`config.mk`:
```
export PLATFORM = sky130hd
export DESIGN_NAME = yaw_turn_controller_unit_flat
export DESIGN_NICKNAME = d
export VERILOG_FILES = /design/src/yturn_pkg.sv /design/src/yturn_ifs.sv /design/src/yturn_front.sv /design/src/yturn_queue.sv /design/src/yturn_back.sv /design/src/yaw_turn_controller_unit.sv /design/src/flat_wrapper.sv
export SDC_FILE = /design/constraint.sdc
export NUM_CORES = 2
export LEC_CHECK = 0
export ABC_CLOCK_PERIOD_IN_PS = 19300
export CAP_MARGIN = 20
export CORE_ASPECT_RATIO = 0.75
export CORE_UTILIZATION = 40
export DETAILED_ROUTE_END_ITERATION = 10
export DONT_BUFFER_PORTS = 1
export SETUP_SLACK_MARGIN = 0.05
export SYNTH_ARGS = -nofsm -noshare
export SYNTH_HDL_FRONTEND = slang
export SYNTH_SLANG_ARGS = --single-unit
```
`constraint.sdc`:
```
create_clock -name clock -period 19.3 [get_ports clock]
set_clock_uncertainty 0.05 [all_clocks]
set_input_delay 2.895 -clock clock [delete_from_list [all_inputs] [get_ports clock]]
set_output_delay 2.895 -clock clock [all_outputs]
set_load 0.03 [all_outputs]
```
`src/yturn_pkg.sv`:
```
// Package for the yaw turn controller: register map, request and result codes,
// configuration and queue word types, divide-by-1000 reciprocal constants.
// No dependencies.
`timescale 1ns / 1ps
`default_nettype none

package yturn_pkg;

   // request kinds
   localparam logic [1:0] REQ_START  = 2'd0;
   localparam logic [1:0] REQ_SAMPLE = 2'd1;
   localparam logic [1:0] REQ_ABORT  = 2'd2;

   // drive codes
   localparam logic [1:0] DRIVE_BRAKE = 2'd0;
   localparam logic [1:0] DRIVE_RIGHT = 2'd1;
   localparam logic [1:0] DRIVE_LEFT  = 2'd2;

   // phase codes as reported on the result channel
   localparam logic [1:0] PHASE_CODE_IDLE   = 2'd0;
   localparam logic [1:0] PHASE_CODE_TURN   = 2'd1;
   localparam logic [1:0] PHASE_CODE_SETTLE = 2'd2;

   // outcome codes
   localparam logic [1:0] OUTC_SUCCESS = 2'd0;
   localparam logic [1:0] OUTC_TIMEOUT = 2'd1;
   localparam logic [1:0] OUTC_ABORT   = 2'd2;

   // register indexes
   localparam logic [2:0] REG_FAST_PWM    = 3'd0;
   localparam logic [2:0] REG_SLOW_PWM    = 3'd1;
   localparam logic [2:0] REG_SLOW_ZONE   = 3'd2;
   localparam logic [2:0] REG_TOLERANCE   = 3'd3;
   localparam logic [2:0] REG_BRAKE_MS    = 3'd4;
   localparam logic [2:0] REG_MAX_LEAD    = 3'd5;
   localparam logic [2:0] REG_TIMEOUT     = 3'd6;
   localparam logic [2:0] REG_STABLE_RATE = 3'd7;

   // |rate| * brake_ms and its quotient by 1000
   localparam int MAG_W    = 19;
   localparam int PROD_W   = 29;
   localparam int QUOT_W   = 20;
   localparam int DIV_SHIFT = 38;
   // ceil(2^38 / 1000); exact floor for every product below 2^29
   localparam logic [PROD_W-1:0] RECIP_1000 = 29'd274877907;

   localparam int QUEUE_DEPTH = 2;

   typedef enum logic [2:0] {
      PH_IDLE   = 3'b001,
      PH_TURN   = 3'b010,
      PH_SETTLE = 3'b100
   } phase_type;

   typedef struct packed {
      logic [6:0]  fast_pwm;
      logic [6:0]  slow_pwm;
      logic [15:0] slow_zone;
      logic [15:0] angle_tolerance;
      logic [9:0]  brake_time_ms;
      logic [15:0] max_lead;
      logic [15:0] turn_timeout;
      logic [17:0] stable_rate;
   } cfg_type;

   // classified word handed from the front to the back
   typedef struct packed {
      logic [1:0]         kind;
      logic signed [17:0] aim_yaw;
      logic signed [17:0] yaw;
      logic [15:0]        lead;
      logic               hit;
      logic               right;
      logic               still;
   } item_type;

endpackage

`default_nettype wire

```
`src/yturn_ifs.sv`:
```
// Handshake channel interfaces for the yaw turn controller: request word in,
// result word out. No dependencies.
`timescale 1ns / 1ps
`default_nettype none

interface yturn_req_if;
   logic               valid;
   logic               ready;
   logic [1:0]         req_type;
   logic signed [17:0] aim_yaw;
   logic signed [17:0] yaw;
   logic signed [18:0] gyro_rate;

   modport source (output valid, req_type, aim_yaw, yaw, gyro_rate, input ready);
   modport sink   (input valid, req_type, aim_yaw, yaw, gyro_rate, output ready);
endinterface

interface yturn_rsp_if;
   logic       valid;
   logic       ready;
   logic [1:0] drive;
   logic [6:0] pwm_duty;
   logic [1:0] phase;
   logic       done_res;
   logic [1:0] outcome;

   modport source (output valid, drive, pwm_duty, phase, done_res, outcome, input ready);
   modport sink   (input valid, drive, pwm_duty, phase, done_res, outcome, output ready);
endinterface

`default_nettype wire

```
`src/yturn_front.sv`:
```
// Front end: accepts request words and classifies them in three stages
// (magnitudes and compares, rate times brake time, divide by 1000 and clamp).
// Depends on yturn_pkg and yturn_req_if.
`timescale 1ns / 1ps
`default_nettype none

module yturn_front (
   input  logic              clock,
   input  logic              reset,
   yturn_req_if.sink         req_chan,
   input  yturn_pkg::cfg_type cfg,
   output logic              q_valid,
   input  logic              q_ready,
   output yturn_pkg::item_type q_item
);
   import yturn_pkg::*;

   logic en1, en2, en3;
   logic v1_ff, v1_in, v2_ff, v2_in, v3_ff, v3_in;

   logic signed [18:0] err;
   logic [MAG_W-1:0]   err_mag;
   logic [MAG_W-1:0]   rate_mag;
   logic [MAG_W-1:0]   rate_u;
   logic [18:0]        err_u;

   item_type           s1_ff, s1_in, s2_ff, s3_ff;
   logic [MAG_W-1:0]   mag1_ff;
   logic [PROD_W-1:0]  prod2_ff, prod2_in;
   logic [QUOT_W-1:0]  quot3_ff, quot3_in;
   logic [2*PROD_W-1:0] scaled;

   // elastic stages: a stage loads when it is empty or its content moves on
   assign en3 = !v3_ff || q_ready;
   assign en2 = !v2_ff || en3;
   assign en1 = !v1_ff || en2;
   assign req_chan.ready = en1;

   assign v1_in = en1 ? req_chan.valid : v1_ff;
   assign v2_in = en2 ? v1_ff : v2_ff;
   assign v3_in = en3 ? v2_ff : v3_ff;

   always_comb begin
      err      = 19'(req_chan.aim_yaw) - 19'(req_chan.yaw);
      err_u    = err;
      err_mag  = err[18] ? (~err_u + 19'd1) : err_u;
      rate_u   = req_chan.gyro_rate;
      rate_mag = rate_u[18] ? (~rate_u + 19'd1) : rate_u;
      s1_in            = '0;
      s1_in.kind       = req_chan.req_type;
      s1_in.aim_yaw    = req_chan.aim_yaw;
      s1_in.yaw        = req_chan.yaw;
      s1_in.hit        = err_mag <= MAG_W'(cfg.angle_tolerance);
      s1_in.right      = req_chan.aim_yaw > req_chan.yaw;
      s1_in.still      = rate_mag <= MAG_W'(cfg.stable_rate);
   end

   assign prod2_in = PROD_W'(mag1_ff) * PROD_W'(cfg.brake_time_ms);
   assign scaled   = (2*PROD_W)'(prod2_ff) * (2*PROD_W)'(RECIP_1000);
   assign quot3_in = scaled[DIV_SHIFT +: QUOT_W];

   always_ff @(posedge clock) begin
      if (reset) begin
         v1_ff <= 1'b0;
         v2_ff <= 1'b0;
         v3_ff <= 1'b0;
      end else begin
         v1_ff <= v1_in;
         v2_ff <= v2_in;
         v3_ff <= v3_in;
      end
   end

   always_ff @(posedge clock) begin
      if (en1) begin
         s1_ff   <= s1_in;
         mag1_ff <= rate_mag;
      end
      if (en2) begin
         s2_ff    <= s1_ff;
         prod2_ff <= prod2_in;
      end
      if (en3) begin
         s3_ff    <= s2_ff;
         quot3_ff <= quot3_in;
      end
   end

   // clamp: lower bound first, so a tolerance above max_lead wins for small leads
   always_comb begin
      q_item = s3_ff;
      if (quot3_ff < QUOT_W'(cfg.angle_tolerance)) begin
         q_item.lead = cfg.angle_tolerance;
      end else if (quot3_ff > QUOT_W'(cfg.max_lead)) begin
         q_item.lead = cfg.max_lead;
      end else begin
         q_item.lead = quot3_ff[15:0];
      end
   end

   assign q_valid = v3_ff;

endmodule

`default_nettype wire

```
`src/yturn_queue.sv`:
```
// Short word queue between the front and back ends so each side stalls alone.
// Depends on yturn_pkg.
`timescale 1ns / 1ps
`default_nettype none

module yturn_queue (
   input  logic               clock,
   input  logic               reset,
   input  logic               in_valid,
   output logic               in_ready,
   input  yturn_pkg::item_type in_item,
   output logic               out_valid,
   input  logic               out_ready,
   output yturn_pkg::item_type out_item
);
   import yturn_pkg::*;

   localparam int PW = $clog2(QUEUE_DEPTH);
   localparam int CW = $clog2(QUEUE_DEPTH + 1);

   item_type        slot_ff [QUEUE_DEPTH];
   logic [PW-1:0]   wr_ff, wr_in, rd_ff, rd_in;
   logic [CW-1:0]   cnt_ff, cnt_in;
   logic            push, pop;

   assign in_ready  = cnt_ff != CW'(QUEUE_DEPTH);
   assign out_valid = cnt_ff != '0;
   assign push      = in_valid && in_ready;
   assign pop       = out_valid && out_ready;
   assign out_item  = slot_ff[rd_ff];

   always_comb begin
      wr_in  = wr_ff;
      rd_in  = rd_ff;
      cnt_in = cnt_ff;
      if (push) begin
         wr_in = (wr_ff == PW'(QUEUE_DEPTH - 1)) ? '0 : wr_ff + PW'(1);
      end
      if (pop) begin
         rd_in = (rd_ff == PW'(QUEUE_DEPTH - 1)) ? '0 : rd_ff + PW'(1);
      end
      if (push && !pop) begin
         cnt_in = cnt_ff + CW'(1);
      end else if (pop && !push) begin
         cnt_in = cnt_ff - CW'(1);
      end
   end

   always_ff @(posedge clock) begin
      if (reset) begin
         wr_ff  <= '0;
         rd_ff  <= '0;
         cnt_ff <= '0;
      end else begin
         wr_ff  <= wr_in;
         rd_ff  <= rd_in;
         cnt_ff <= cnt_in;
      end
   end

   always_ff @(posedge clock) begin
      if (push) begin
         slot_ff[wr_ff] <= in_item;
      end
   end

endmodule

`default_nettype wire

```
`src/yturn_back.sv`:
```
// Back end: turn sequencer state machine; applies one classified word per cycle
// unless the held result word is not taken, and holds it until taken. Needs yturn_pkg, yturn_rsp_if.
`timescale 1ns / 1ps
`default_nettype none

module yturn_back #(
   parameter int SETTLE_SAMPLES = 100,
   parameter int STABLE_RUN     = 5
) (
   input  logic               clock,
   input  logic               reset,
   input  yturn_pkg::cfg_type  cfg,
   input  logic               q_valid,
   output logic               q_ready,
   input  yturn_pkg::item_type q_item,
   yturn_rsp_if.source        rsp_chan
);
   import yturn_pkg::*;

   localparam int SW = $clog2(SETTLE_SAMPLES + 1);
   localparam int QW = $clog2(STABLE_RUN + 1);

   phase_type          phase_ff, phase_in;
   logic signed [17:0] goal_ff, goal_in;
   logic               right_ff, right_in;
   logic               slow_ff, slow_in;
   logic [15:0]        ts_ff, ts_in, ts_next;
   logic [SW-1:0]      ss_ff, ss_in, ss_next;
   logic [QW-1:0]      qr_ff, qr_in;
   logic               tmo_ff, tmo_in;
   logic [1:0]         drive_ff, drive_in;
   logic [6:0]         pwm_ff, pwm_in;
   logic               done_ff, done_in;
   logic [1:0]         outc_ff, outc_in;
   logic               rsp_valid_ff, rsp_valid_in;
   logic               pop;
   logic signed [18:0] rem;
   logic signed [19:0] rem_w;

   assign q_ready = !rsp_valid_ff || rsp_chan.ready;
   assign pop     = q_valid && q_ready;

   assign rem     = right_ff ? (19'(goal_ff) - 19'(q_item.yaw))
                             : (19'(q_item.yaw) - 19'(goal_ff));
   assign rem_w   = 20'(rem);
   assign ts_next = (ts_ff == 16'hFFFF) ? ts_ff : ts_ff + 16'd1;
   assign ss_next = ss_ff + SW'(1);

   always_comb begin
      phase_in = phase_ff;
      goal_in  = goal_ff;
      right_in = right_ff;
      slow_in  = slow_ff;
      ts_in    = ts_ff;
      ss_in    = ss_ff;
      qr_in    = qr_ff;
      tmo_in   = tmo_ff;
      drive_in = drive_ff;
      pwm_in   = pwm_ff;
      done_in  = done_ff;
      outc_in  = outc_ff;
      if (pop) begin
         done_in = 1'b0;
         outc_in = OUTC_SUCCESS;
         unique case (q_item.kind)
            REQ_START: begin
               goal_in = q_item.aim_yaw;
               tmo_in  = 1'b0;
               slow_in = 1'b0;
               ts_in   = '0;
               ss_in   = '0;
               qr_in   = '0;
               if (q_item.hit) begin
                  drive_in = DRIVE_BRAKE;
                  pwm_in   = '0;
                  phase_in = PH_IDLE;
                  done_in  = 1'b1;
               end else begin
                  right_in = q_item.right;
                  drive_in = q_item.right ? DRIVE_RIGHT : DRIVE_LEFT;
                  pwm_in   = cfg.fast_pwm;
                  phase_in = PH_TURN;
               end
            end
            REQ_SAMPLE: begin
               unique case (phase_ff)
                  PH_TURN: begin
                     ts_in = ts_next;
                     if (rem_w <= $signed(20'(q_item.lead))) begin
                        tmo_in   = 1'b0;
                        drive_in = DRIVE_BRAKE;
                        pwm_in   = '0;
                        phase_in = PH_SETTLE;
                        ss_in    = '0;
                        qr_in    = '0;
                     end else begin
                        if (!slow_ff && rem_w <= $signed(20'(cfg.slow_zone))) begin
                           slow_in = 1'b1;
                           pwm_in  = cfg.slow_pwm;
                        end
                        if (ts_next >= cfg.turn_timeout) begin
                           tmo_in   = 1'b1;
                           drive_in = DRIVE_BRAKE;
                           pwm_in   = '0;
                           phase_in = PH_SETTLE;
                           ss_in    = '0;
                           qr_in    = '0;
                        end
                     end
                  end
                  PH_SETTLE: begin
                     ss_in = ss_next;
                     if (ss_next >= SW'(SETTLE_SAMPLES)) begin
                        phase_in = PH_IDLE;
                        done_in  = 1'b1;
                        outc_in  = tmo_ff ? OUTC_TIMEOUT : OUTC_SUCCESS;
                     end else if (q_item.still) begin
                        qr_in = qr_ff + QW'(1);
                        if (qr_ff + QW'(1) >= QW'(STABLE_RUN)) begin
                           phase_in = PH_IDLE;
                           done_in  = 1'b1;
                           outc_in  = tmo_ff ? OUTC_TIMEOUT : OUTC_SUCCESS;
                        end
                     end else begin
                        qr_in = '0;
                     end
                  end
                  default: begin
                  end
               endcase
            end
            REQ_ABORT: begin
               unique case (phase_ff)
                  PH_TURN: begin
                     drive_in = DRIVE_BRAKE;
                     pwm_in   = '0;
                     phase_in = PH_IDLE;
                     done_in  = 1'b1;
                     outc_in  = OUTC_ABORT;
                  end
                  PH_SETTLE: begin
                     phase_in = PH_IDLE;
                     done_in  = 1'b1;
                     outc_in  = tmo_ff ? OUTC_TIMEOUT : OUTC_SUCCESS;
                  end
                  default: begin
                  end
               endcase
            end
            default: begin
            end
         endcase
      end
   end

   // hold the result word until taken; a new word may replace it the same cycle
   assign rsp_valid_in = pop ? 1'b1 : (rsp_chan.ready ? 1'b0 : rsp_valid_ff);

   always_ff @(posedge clock) begin
      if (reset) begin
         phase_ff     <= PH_IDLE;
         goal_ff      <= '0;
         right_ff     <= 1'b0;
         slow_ff      <= 1'b0;
         ts_ff        <= '0;
         ss_ff        <= '0;
         qr_ff        <= '0;
         tmo_ff       <= 1'b0;
         drive_ff     <= DRIVE_BRAKE;
         pwm_ff       <= '0;
         done_ff      <= 1'b0;
         outc_ff      <= OUTC_SUCCESS;
         rsp_valid_ff <= 1'b0;
      end else begin
         phase_ff     <= phase_in;
         goal_ff      <= goal_in;
         right_ff     <= right_in;
         slow_ff      <= slow_in;
         ts_ff        <= ts_in;
         ss_ff        <= ss_in;
         qr_ff        <= qr_in;
         tmo_ff       <= tmo_in;
         drive_ff     <= drive_in;
         pwm_ff       <= pwm_in;
         done_ff      <= done_in;
         outc_ff      <= outc_in;
         rsp_valid_ff <= rsp_valid_in;
      end
   end

   always_comb begin
      unique case (phase_ff)
         PH_TURN:   rsp_chan.phase = PHASE_CODE_TURN;
         PH_SETTLE: rsp_chan.phase = PHASE_CODE_SETTLE;
         default:   rsp_chan.phase = PHASE_CODE_IDLE;
      endcase
   end

   assign rsp_chan.valid    = rsp_valid_ff;
   assign rsp_chan.drive    = drive_ff;
   assign rsp_chan.pwm_duty = pwm_ff;
   assign rsp_chan.done_res = done_ff;
   assign rsp_chan.outcome  = outc_ff;

endmodule

`default_nettype wire

```
`src/yaw_turn_controller_unit.sv`:
```
// Yaw turn controller top level: register file, front end, queue, back end.
// Usage: a turn begins with a start word (req_type 0) carrying target and
// current yaw; gyro sample words (req_type 1) step the turn and the settling,
// and an abort word (req_type 2) ends it. Each request word gives exactly one
// result word with drive, PWM compare, phase, done and outcome.
// Path: a word accepted on req_chan enters the first front stage
// (magnitudes), passes two more front stages (rate times brake time,
// reciprocal multiply for the divide by 1000) and one queue slot, and has its
// result in the back end's output register, which drives rsp_chan.
// Throughput is one word per cycle while rsp_chan does not stall; the reciprocal
// multiplier and the back end's state update set that figure.
// The user writes registers over the APB port only while the block is idle;
// the block does not enforce this. Byte address 4*index; read back the same way.
// Reset (synchronous, active high) loads the register defaults, empties the
// pipeline and queue, and leaves the state idle with the motors braked.
// When the receiver stalls, the result word holds; the two-word queue and the
// front stages keep accepting until full, then req_chan.ready drops.
`timescale 1ns / 1ps
`default_nettype none

module yaw_turn_controller_unit #(
   parameter int SETTLE_SAMPLES = 100,
   parameter int STABLE_RUN     = 5
) (
   input  logic        clock,
   input  logic        reset,
   yturn_req_if.sink   req_chan,
   yturn_rsp_if.source rsp_chan,
   input  logic        psel,
   input  logic        penable,
   input  logic        pwrite,
   input  logic [4:0]  paddr,
   input  logic [31:0] pwdata,
   output logic [31:0] prdata,
   output logic        pready
);
   import yturn_pkg::*;

   cfg_type  cfg_ff, cfg_in;
   logic     cfg_wr;
   logic     fq_valid, fq_ready, qb_valid, qb_ready;
   item_type fq_item, qb_item;

   assign pready = 1'b1;
   assign cfg_wr = psel && penable && pwrite && pready;

   always_comb begin
      cfg_in = cfg_ff;
      if (cfg_wr) begin
         unique case (paddr[4:2])
            REG_FAST_PWM:    cfg_in.fast_pwm        = pwdata[6:0];
            REG_SLOW_PWM:    cfg_in.slow_pwm        = pwdata[6:0];
            REG_SLOW_ZONE:   cfg_in.slow_zone       = pwdata[15:0];
            REG_TOLERANCE:   cfg_in.angle_tolerance = pwdata[15:0];
            REG_BRAKE_MS:    cfg_in.brake_time_ms   = pwdata[9:0];
            REG_MAX_LEAD:    cfg_in.max_lead        = pwdata[15:0];
            REG_TIMEOUT:     cfg_in.turn_timeout    = pwdata[15:0];
            REG_STABLE_RATE: cfg_in.stable_rate     = pwdata[17:0];
            default: begin
            end
         endcase
      end
   end

   always_ff @(posedge clock) begin
      if (reset) begin
         cfg_ff.fast_pwm        <= 7'd40;
         cfg_ff.slow_pwm        <= 7'd20;
         cfg_ff.slow_zone       <= 16'd3000;
         cfg_ff.angle_tolerance <= 16'd100;
         cfg_ff.brake_time_ms   <= 10'd130;
         cfg_ff.max_lead        <= 16'd2200;
         cfg_ff.turn_timeout    <= 16'd800;
         cfg_ff.stable_rate     <= 18'd300;
      end else begin
         cfg_ff <= cfg_in;
      end
   end

   always_comb begin
      unique case (paddr[4:2])
         REG_FAST_PWM:    prdata = 32'(cfg_ff.fast_pwm);
         REG_SLOW_PWM:    prdata = 32'(cfg_ff.slow_pwm);
         REG_SLOW_ZONE:   prdata = 32'(cfg_ff.slow_zone);
         REG_TOLERANCE:   prdata = 32'(cfg_ff.angle_tolerance);
         REG_BRAKE_MS:    prdata = 32'(cfg_ff.brake_time_ms);
         REG_MAX_LEAD:    prdata = 32'(cfg_ff.max_lead);
         REG_TIMEOUT:     prdata = 32'(cfg_ff.turn_timeout);
         REG_STABLE_RATE: prdata = 32'(cfg_ff.stable_rate);
         default:         prdata = '0;
      endcase
   end

   yturn_front u_front (
      .clock    (clock),
      .reset    (reset),
      .req_chan (req_chan),
      .cfg      (cfg_ff),
      .q_valid  (fq_valid),
      .q_ready  (fq_ready),
      .q_item   (fq_item)
   );

   yturn_queue u_queue (
      .clock     (clock),
      .reset     (reset),
      .in_valid  (fq_valid),
      .in_ready  (fq_ready),
      .in_item   (fq_item),
      .out_valid (qb_valid),
      .out_ready (qb_ready),
      .out_item  (qb_item)
   );

   yturn_back #(
      .SETTLE_SAMPLES (SETTLE_SAMPLES),
      .STABLE_RUN     (STABLE_RUN)
   ) u_back (
      .clock    (clock),
      .reset    (reset),
      .cfg      (cfg_ff),
      .q_valid  (qb_valid),
      .q_ready  (qb_ready),
      .q_item   (qb_item),
      .rsp_chan (rsp_chan)
   );

endmodule

`default_nettype wire

```
`src/flat_wrapper.sv`:
```
// flat-port wrapper written by rule: the top's interface ports become plain ports
module yaw_turn_controller_unit_flat import yturn_pkg::*;
#(
   parameter int SETTLE_SAMPLES = 100,
   parameter int STABLE_RUN     = 5
)
  (clock, reset, psel, penable, pwrite, paddr, pwdata, prdata, pready, req_chan_valid, req_chan_req_type, req_chan_aim_yaw, req_chan_yaw, req_chan_gyro_rate, req_chan_ready, rsp_chan_valid, rsp_chan_drive, rsp_chan_pwm_duty, rsp_chan_phase, rsp_chan_done_res, rsp_chan_outcome, rsp_chan_ready);
  yturn_req_if req_chan_i ();
  yturn_rsp_if rsp_chan_i ();
  input  logic clock;
  input  logic reset;
  input  logic psel;
  input  logic penable;
  input  logic pwrite;
  input  logic [4:0] paddr;
  input  logic [31:0] pwdata;
  output logic [31:0] prdata;
  output logic pready;
  input wire logic [$bits(req_chan_i.valid)-1:0] req_chan_valid;
  input wire logic [$bits(req_chan_i.req_type)-1:0] req_chan_req_type;
  input wire logic [$bits(req_chan_i.aim_yaw)-1:0] req_chan_aim_yaw;
  input wire logic [$bits(req_chan_i.yaw)-1:0] req_chan_yaw;
  input wire logic [$bits(req_chan_i.gyro_rate)-1:0] req_chan_gyro_rate;
  output wire logic [$bits(req_chan_i.ready)-1:0] req_chan_ready;
  output wire logic [$bits(rsp_chan_i.valid)-1:0] rsp_chan_valid;
  output wire logic [$bits(rsp_chan_i.drive)-1:0] rsp_chan_drive;
  output wire logic [$bits(rsp_chan_i.pwm_duty)-1:0] rsp_chan_pwm_duty;
  output wire logic [$bits(rsp_chan_i.phase)-1:0] rsp_chan_phase;
  output wire logic [$bits(rsp_chan_i.done_res)-1:0] rsp_chan_done_res;
  output wire logic [$bits(rsp_chan_i.outcome)-1:0] rsp_chan_outcome;
  input wire logic [$bits(rsp_chan_i.ready)-1:0] rsp_chan_ready;
  assign req_chan_i.valid = req_chan_valid;
  assign req_chan_i.req_type = req_chan_req_type;
  assign req_chan_i.aim_yaw = req_chan_aim_yaw;
  assign req_chan_i.yaw = req_chan_yaw;
  assign req_chan_i.gyro_rate = req_chan_gyro_rate;
  assign req_chan_ready = req_chan_i.ready;
  assign rsp_chan_valid = rsp_chan_i.valid;
  assign rsp_chan_drive = rsp_chan_i.drive;
  assign rsp_chan_pwm_duty = rsp_chan_i.pwm_duty;
  assign rsp_chan_phase = rsp_chan_i.phase;
  assign rsp_chan_done_res = rsp_chan_i.done_res;
  assign rsp_chan_outcome = rsp_chan_i.outcome;
  assign rsp_chan_i.ready = rsp_chan_ready;
  yaw_turn_controller_unit #(.SETTLE_SAMPLES(SETTLE_SAMPLES), .STABLE_RUN(STABLE_RUN)) u_core (.clock(clock), .reset(reset), .req_chan(req_chan_i), .rsp_chan(rsp_chan_i), .psel(psel), .penable(penable), .pwrite(pwrite), .paddr(paddr), .pwdata(pwdata), .prdata(prdata), .pready(pready));
endmodule
```
==> results_dict.tcl <==
set metrics [dict create \
    yosys-top-cells-count "inv_1 (784), ha_1 (607), fa_1 (402)" \
    grt_overflow 0 \
    regArea_um2 12710 \
    initial_core_util_pct 40.39 \
    die_area_um2 109700 \
    drv_slew 0 \
    vias_per_cell 5.242 \
    die_x_um 382.2 \
    nFillCells 10270 \
    end_kind "flip-flop" \
    route.detailed.drc 0 \
    synth-compound-area-share_pct 10.23 \
    cts_sinks 482 \
    ys_top_cells_by_area "edfxtp_1 (21%), fa_1 (19%), ha_1 (18%), dfxtp_1 (8.2%), inv_1 (6.8%)" \
    syn_avg_cell_area_um2 10.16 \
    totalWireLength_um 109300 \
    io_pins 150 \
    drtAntennaViolNets 0 \
    place_inst 5585 \
    clock_path_buffers 3 \
    ys_seq_elements 482 \
    dieHeight_um 287.1 \
    core_um2 107400 \
    grt_pass1_wl_um 170100 \
    routedWlPerCell_um 19.24 \
    rows 104 \
    setup_ws_ps 10600 \
    pre_cts_ws_ps 10760 \
    synth_xor_area_share_pct 2.326 \
    hpwl_um 86480 \
    cap_violations 0 \
    ys_types 93 \
    synth_top_area_cell "edfxtp_1" \
    max_slew.worst_pin.slew_ps 1092 \
    synthesis.area_um2 43360 \
    synthFlopType "edfxtp_1" \
    report.final.setup_viol 0 \
    ys_seq_area_share_pct 29.29 \
    port_buffers 0 \
    grt_setup_unrepaired "no" \
    dr.pass1.iters 8 \
    postCtsResizedCells 0 \
    synth-adder-area-share_pct 36.07 \
    relSlewSlack_pct 26.95 \
    vias 29780 \
    h-tree-depth 2 \
    cts_tree "done" \
    synth-async-reset-ratio_pct 0 \
    finalCritPeriodShare_pct 45.07 \
    syn_inst 4267 \
    synth-simple-area-share_pct 10.07 \
    cp.arrival_ps 8990 \
    root_buffer "clkbuf_16" \
    synth.most_common_cell "inv_1" \
    crit_path_start_kind "flip-flop" \
    worstSetupPathType "reg -> reg" \
    status "finished clean" \
    drive_above_1_share_pct 4.330 \
    final_cell_area_um2 46550 \
    clk-insertion-delay-late_ps 650 \
    placed_cell_area_um2 44810 \
    stdcell_count 5680 \
    critPathRequiredTime_ps 19590 \
    grt.total_usage_pct 19.90 \
    crit_fanout 10 \
    period_needed_ps 8698 \
    clk_pin_slew_ps 60 \
    postCtsSetupBuffers 0 \
    cts_buffers 50 \
    tns_ps 0 \
    gp_congestion 0.9035 \
    synth_top_area_share_pct 21.12 \
    postCtsHoldBufs 0 \
    synth_edf_count 305 \
    antennaDiodeCount 0 \
    hold_viol 0 \
    grt_pass1_vias 29650 \
    multi_input_area_um2 27170 \
    synth_top_family_by_area "adder cells" \
    timing.fmax_ghz 0.1150 \
    antenna_found_initial 4 \
    yosys_warnings 0 \
    nets 5317 \
    syn_to_final_growth_pct 7.361 \
    drt_iter0_markers 2010 \
    grt_max_degree 151 \
    synthMuxAreaShare_pct 3.699 \
    hp-class "reg -> reg" \
]
==> sequential cells by signal (all words and copies together), names as in the netlist, 19 cells and up, named ones only <==
| name | cells |
|---|---|
| u_core.u_front.q_item | 41 |
| u_core.u_front.prod2_ff | 29 |
| u_core.u_front.mag1_ff | 19 |
| u_core.u_queue.slot_ff | 114 |
| u_core.u_front.s1_ff | 41 |
| u_core.u_front.quot3_ff | 20 |
| u_core.u_front.s2_ff | 41 |
| u_core.cfg_ff | 106 |
==> logic make-up after synthesis <==
| group | Yosys count |
|---|---|
| AND/OR/NAND/NOR | 903 |
| other | 2 |
| AO/OA/AOI/OAI | 674 |
| buffers and inverters | 937 |
| flip-flops | 482 |
| adder cells (fa/ha/maj) | 1009 |
| XOR/XNOR | 113 |
| multiplexers | 147 |
==> per-stage QoR <==
step,hold WS (ps),utilization (%)
2_1_floorplan,350.3,-
3_3_place_gp,351.1,41.73
3_5_place_dp,354.5,41.74
4_1_cts,338.3,43.36
5_1_grt,343.4,43.37
6_report,343.2,43.37
==> worst max-delay path, cell delays in order, from the launching register on <==
cell and delay, ps:
edfxtp_1 810, ha_1 370, fa_1 450, fa_1 540, inv_1 50, fa_1 530, inv_1 60, fa_1 540
fa_1 440, fa_1 540, inv_1 60, fa_1 540, inv_1 50, ha_1 380, a21oi_1 380, o21ai_0 190
a221o_1 360, a2111oi_0 450, nor3_1 230, o21ai_1 330, a21oi_1 200, a221o_1 430, a211oi_2 280, xnor2_1 100
==> metal layers <==
metal / vias up / global-route usage (%) / wire length, um
met5: - / 0 / 13
met4: 2 / 3.730 / 1800
met3: 118 / 4.497 / 9374
met2: 880 / 28.28 / 44270
met1: 14580 / 30.66 / 53840
li1: 14200 / - / -
==> placed cells by master (no fill, tap or decap), types with 29 or more instances in the layout <==
master     count
a21oi_1      224
and3_1        29
mux2i_1      122
and2_1       105
edfxtp_1     305
a21o_1        66
xnor2_1       83
o211ai_1      29
fa_1         402
o21ai_0       85
inv_1        782
xor2_1        29
nand4_1       36
clkbuf_16     51
nand2_1      344
nor3_1        36
dfxtp_1      176
nand2b_1      29
nor2b_1       33
ha_1         607
nor2_1       168
a211oi_1      29
nand3_1       34
o21a_1        31
==> final timing paths <==
path	from	to	cells after the start	slack [ps]
worst max-delay path	u_core.u_front.prod2_ff[16]	u_core.u_front.quot3_ff[18]	23	10600
worst min-delay path	u_core.u_front.s1_ff[40]	u_core.u_front.s2_ff[40]	0	340
worst max register to register	u_core.u_front.prod2_ff[16]	u_core.u_front.quot3_ff[18]	23	10600
worst min register to register	u_core.u_front.s1_ff[40]	u_core.u_front.s2_ff[40]	0	340
==> layout make-up <==
class                           count  share of cell area [%]
Tap cell                         1431                   3.846
Sequential cell                   482                   27.29
Inverter                          786                   6.340
Clock inverter                     20                  0.5805
Timing Repair Buffer               26                  0.4354
Multi-Input combinational cell   2861                   58.36
Clock buffer                       74                   3.144
Power is left out: the tool's default activity adds up to more than one toggle a clock period on the data nets, which glitch-free logic cannot reach.
